## src/assert_macros.svh

```systemverilog
// ----------------------------------------------------------------------------
// Assertion macros
// Concurrent assertion helpers clocked on clk_i and disabled during reset.
// ----------------------------------------------------------------------------
`ifndef ASSERT_MACROS_SVH
`define ASSERT_MACROS_SVH
`ifndef ASSERT_OFF
`define ASSERT_CHECK(lbl, prop, msg) \
  lbl: assert property (@(posedge clk_i) disable iff (!rst_ni) (prop)) else $error(msg);
`define ASSERT_IMPLY(lbl, ante, cons, msg) \
  lbl: assert property (@(posedge clk_i) disable iff (!rst_ni) (ante) |-> (cons)) \
    else $error(msg);
`else
`define ASSERT_CHECK(lbl, prop, msg)
`define ASSERT_IMPLY(lbl, ante, cons, msg)
`endif
`endif

```

## src/pcwa_pkg.sv

```systemverilog
// ----------------------------------------------------------------------------
// Power channel window averager package
// Shared widths, scaling constants, register indexes and the sequencer states.
// ----------------------------------------------------------------------------
package pcwa_pkg;

  localparam int unsigned SampleW  = 24;
  localparam int unsigned QuotW    = 24;
  localparam int unsigned DivisorW = 20;
  localparam int unsigned RsenseW  = 20;
  localparam int unsigned AvgCfgW  = 11;
  localparam int unsigned CfgDataW = 20;
  localparam int unsigned ProdW    = 35;

  localparam logic [18:0]        SENSE_SCALE = 19'd390625;
  localparam logic [6:0]         VOLT_SCALE  = 7'd125;
  localparam logic [SampleW-1:0] SAMPLE_MAX  = 24'hFFFFFF;
  localparam logic [15:0]        OUT_MAX     = 16'hFFFF;
  localparam logic [RsenseW-1:0] RSENSE_RST  = 20'd15000;
  localparam logic [AvgCfgW-1:0] AVG_RST     = 11'd500;

  localparam logic [0:0] REG_RSENSE = 1'b0;
  localparam logic [0:0] REG_AVG    = 1'b1;

  typedef enum logic [3:0] {
    S_IDLE,
    S_MUL,
    S_SDIV,
    S_SWAIT,
    S_WRITE,
    S_WALK,
    S_MEAN,
    S_MWAIT,
    S_POW,
    S_DONE
  } pcwa_state_e;

endpackage

```

## src/pcwa_div.sv

```systemverilog
// ----------------------------------------------------------------------------
// Restoring divider
// Produces a quotient of QuotW bits, one bit per cycle, for a dividend whose
// quotient is known to fit. A one-cycle done pulse marks a valid quotient.
// ----------------------------------------------------------------------------
module pcwa_div #(
  parameter int unsigned DIV_W = 35
) (
  input  logic                          clk_i,
  input  logic                          rst_ni,
  input  logic                          start_i,
  input  logic [DIV_W-1:0]              dividend_i,
  input  logic [pcwa_pkg::DivisorW-1:0] divisor_i,
  output logic                          done_o,
  output logic [pcwa_pkg::QuotW-1:0]    quot_o
);
  import pcwa_pkg::*;

  localparam int unsigned RemW = DivisorW + 1;
  localparam int unsigned CntW = $clog2(QuotW + 1);

  logic [CntW-1:0]     cnt_q, cnt_d;
  logic                done_q, done_d;
  logic [RemW-1:0]     rem_q, rem_d;
  logic [QuotW-1:0]    low_q, low_d;
  logic [DivisorW-1:0] dsr_q, dsr_d;
  logic [RemW-1:0]     trial;

  always_comb begin
    cnt_d  = cnt_q;
    done_d = 1'b0;
    rem_d  = rem_q;
    low_d  = low_q;
    dsr_d  = dsr_q;
    trial  = {rem_q[RemW-2:0], low_q[QuotW-1]};
    if (start_i) begin
      cnt_d = CntW'(QuotW);
      rem_d = RemW'(dividend_i[DIV_W-1:QuotW]);
      low_d = dividend_i[QuotW-1:0];
      dsr_d = divisor_i;
    end else if (cnt_q != '0) begin
      cnt_d = cnt_q - 1'b1;
      if (trial >= {1'b0, dsr_q}) begin
        rem_d = trial - {1'b0, dsr_q};
        low_d = {low_q[QuotW-2:0], 1'b1};
      end else begin
        rem_d = trial;
        low_d = {low_q[QuotW-2:0], 1'b0};
      end
      done_d = (cnt_q == CntW'(1));
    end
  end

  always_ff @(posedge clk_i or negedge rst_ni) begin
    if (!rst_ni) begin
      cnt_q  <= '0;
      done_q <= 1'b0;
    end else begin
      cnt_q  <= cnt_d;
      done_q <= done_d;
    end
  end

  always_ff @(posedge clk_i) begin
    rem_q <= rem_d;
    low_q <= low_d;
    dsr_q <= dsr_d;
  end

  assign done_o = done_q;
  assign quot_o = low_q;

endmodule

```

## config.mk

```make
export PLATFORM = sky130hd
export DESIGN_NAME = pcwa_div
export DESIGN_NICKNAME = d
export VERILOG_FILES = /design/src/assert_macros.svh /design/src/pcwa_pkg.sv /design/src/pcwa_div.sv
export SDC_FILE = /design/constraint.sdc
export NUM_CORES = 1
export LEC_CHECK = 0
export BUFFER_PORTS_ARGS = -buffer_cell sky130_fd_sc_hd__buf_2
export CAP_MARGIN = 20
export CORE_ASPECT_RATIO = 0.9
export CORE_MARGIN = 2
export CORE_UTILIZATION = 36
export CTS_BUF_LIST = sky130_fd_sc_hd__clkbuf_4 sky130_fd_sc_hd__clkbuf_8 sky130_fd_sc_hd__clkbuf_16
export CTS_CLUSTER_DIAMETER = 40
export DETAILED_ROUTE_END_ITERATION = 7
export HOLD_SLACK_MARGIN = 0.08
export SLEW_MARGIN = 20
export SYNTH_ARGS = -nofsm -noshare
export SYNTH_HDL_FRONTEND = slang
export SYNTH_SLANG_ARGS = --single-unit
```

## constraint.sdc

```tcl
create_clock -name clk_i -period 4.1 [get_ports clk_i]
set_input_delay 0.41 -clock clk_i [delete_from_list [all_inputs] [get_ports clk_i]]
set_output_delay 0.41 -clock clk_i [all_outputs]
set_load 0.02 [all_outputs]
```

==> out/metrics.cfg <==
[placed_design]
dp_hpwl_um = 7010
port_buffers = 82
place_area_mm2 = 0.00470
gp_congestion = 0.869

[flow_run]
drv_cap = 0

[detailed_routing]
vias = 3187
drc_errors = 0
dr.pass1.iters = 4
drt-total-wl_um = 9400
wl_per_cell_um = 15.0
antenna_left = 0
vias_per_cell = 5.08
drt_iter0_drc = 134

[power]
pwr-share-clk_pct = 34.6
pwr-share-comb_pct = 22.9
max-vdd-ir-drop_mv = 0.237
switching_share_pct = 29.6
power_density_mw_per_mm2 = 414
switching_power_w = 0.000609
power_leakage_nw = 2.12
p_int_w = 0.00145
seqPwrFrac_pct = 42.5

[synth]
synth_top_family_by_area = compound AO/OA/AOI/OAI gates
synth-seq-cells = 70
synth_mux_area_share_pct = 9.89
synth-simple-area-share_pct = 11.2
synthAdderAreaFrac_pct = 7.42
synth-xor-area-share_pct = 2.74
synth.distinct_cells = 56
syn_area_mm2 = 0.00415
synth_compound_area_share_pct = 16.3
yosysSeqAreaShare_pct = 47.8
synthCells = 386
yosysWarnings = 0
synth_fp_nets = 468
syn_avg_cell_area_um2 = 10.8
async_flop_share_pct = 8.57
synth_flop_cell = edfxtp_1
synth_edf_count = 55

[clock_tree]
clock_path_buffers = 2
cts-root-buf = clkbuf_16
clk_latency_ps = 330
htree_levels = 3
post-cts-setup-buffers = 0
hold_buffers = 1
cts_inserted_buffers = 9
cts.clk_slew.worst_paths_ps = 60
cts_tree = yes
cts.sinks = 70
cts_resized = 0

[critical_path]
reg2reg_to = rem_q[7]
r2r_start = rem_q[0]
crit_path_start_kind = register
path_class = register to register
rr_worst_depth = 8
crit_required_ps = 4180
cp_max_fo = 24
crit_arrival_ps = 2970
r2r_slack_ps = 1210
end_kind = register

[min_path]
hold_class = input pin to register
min-delay-start = divisor_i[19]
hold_end = dsr_q[19]
whs_path_depth = 1

[sta]
hold_viol_final = 0
setup_tns_ps = 0
grt_setup_unrepaired = false
period_minus_slack_ps = 2890
worstMarginPinSlew_ps = 829
drv_slew = 0
skew_ps = 3.83
setup_viol = 0
maxSlewHeadroom_pct = 44.6
max_freq_mhz = 346
min_period_over_period_pct = 70.5

[floorplan]
dieArea_mm2 = 0.0124
die_h_um = 106
core_mm2 = 0.0113
floorplan.initialDensity_pct = 36.6
fp-row-count = 37
fp.dieW_um = 117
pin_count = 83

[global_route]
grt_pass1_wl_um = 15800
grt_use_total_pct = 16.2
grt_max_degree = 38
antenna_found_initial = 0
grt_pass1_vias = 3198
grt_overflow = 0

[finish]
drive_gt1_share_pct = 28.7
final_area_mm2 = 0.00498
fin_nets = 548
fillers = 1126
area_growth_syn_to_layout_pct = 20.0
antenna_cells = 0

[status]
status = finished clean

sequential cells by signal, summed over array words and instances, names as in the netlist:
register,cells
cnt_q,5
done_o,1
dsr_q,20
quot_o,24
rem_q,20
cells in the mapped netlist (all sizes together), types with 6 or more instances:
master | count | area [um2]
a21o | 8 | 60.1
a21oi | 26 | 153
and3 | 9 | 56.3
buf | 7 | 43.8
clkbuf | 10 | 38.8
dfrtp | 6 | 150
dfxtp | 9 | 180
edfxtp | 55 | 1650
ha | 23 | 288
inv | 30 | 113
mux2 | 24 | 270
mux2i | 14 | 140
nand2 | 32 | 120
nand3 | 10 | 50.1
nor2 | 24 | 90.1
nor3 | 6 | 30.0
o21ai | 22 | 114
xnor2 | 8 | 70.1
layout by cell type, fill, tap and decap left out, types with 8 or more instances in the layout:
master and n:
nand2_1 32, xnor2_1 8, dfxtp_1 9, and3_1 9, nor2_1 24, clkbuf_16 9, inv_1 30, a21o_1 8
a21oi_1 24, nand3_1 10, edfxtp_1 55, buf_2 82, ha_1 23, mux2_2 24, o21ai_0 19, mux2i_1 14
cells by family after synthesis:
group | count (synthesis)
buffers and inverters | 47
XOR/XNOR | 13
adder cells (fa/ha/maj) | 24
multiplexers | 38
AND/OR/NAND/NOR | 99
flip-flops | 70
AO/OA/AOI/OAI | 95
area by class of cell:
cell class | count | area [um2] | share of cell area [%]
Sequential cell | 70 | 1980 | 39.8
Multi-Input combinational cell | 269 | 1970 | 39.6
Timing Repair Buffer | 86 | 443 | 8.89
Clock buffer | 9 | 225 | 4.52
Tap cell | 156 | 195 | 3.92
Inverter | 30 | 113 | 2.26
Clock inverter | 7 | 48.8 | 0.980
through the flow:
stage                     instances  worst slack (ps)  hold WS (ps)  total power, W  util (%)
after floorplan                 386              1550           114         0.00123         -
after global placement          610              1310           239         0.00135      41.4
after detailed placement        610              1210           242         0.00136      41.4
after CTS                       627              1190           238         0.00208      43.9
after global routing            627               931           237         0.00217      43.9
final                           627              1210           250         0.00206      43.9
power by group through the flow:
stage | combinational, W | clock [W] | sequential, W
2_1_floorplan | 0.000314 | 0 | 0.000914
3_3_place_gp | 0.000466 | 0 | 0.000888
3_5_place_dp | 0.000471 | 0 | 0.000889
4_1_cts | 0.000473 | 0.000735 | 0.000876
5_1_grt | 0.000524 | 0.000765 | 0.000885
6_report | 0.000472 | 0.000712 | 0.000876
worst max-delay path, cell delays in order, from the launching register on:
cell       delay, ps
edfxtp_1         440
ha_1             320
nor2b_1          190
o2111ai_1        200
a21oi_4          270
o21ai_2          140
a21oi_4          690
o21ai_0          210
o21bai_1         190
routing by layer:
layer	global-route usage, %	share of wire, %	vias up
met5	0	0	-
met4	4.96	1.5	0
met3	4.77	6.7	10
met2	23.2	43	97
met1	23.3	48	1500
li1	-	-	1580
worst max-delay path by stage:
stage | to | slack [ps] | startpoint
final | rem_q[7] | 1210 | rem_q[0]
after global routing | rem_q[12] | 930 | rem_q[0]
after CTS | rem_q[7] | 1190 | rem_q[0]
after detailed placement | rem_q[10] | 1210 | rem_q[0]
after global placement | rem_q[7] | 1310 | rem_q[0]
after floorplan | rem_q[12] | 1550 | quot_o[23]
(Power assumes the default switching activity.)
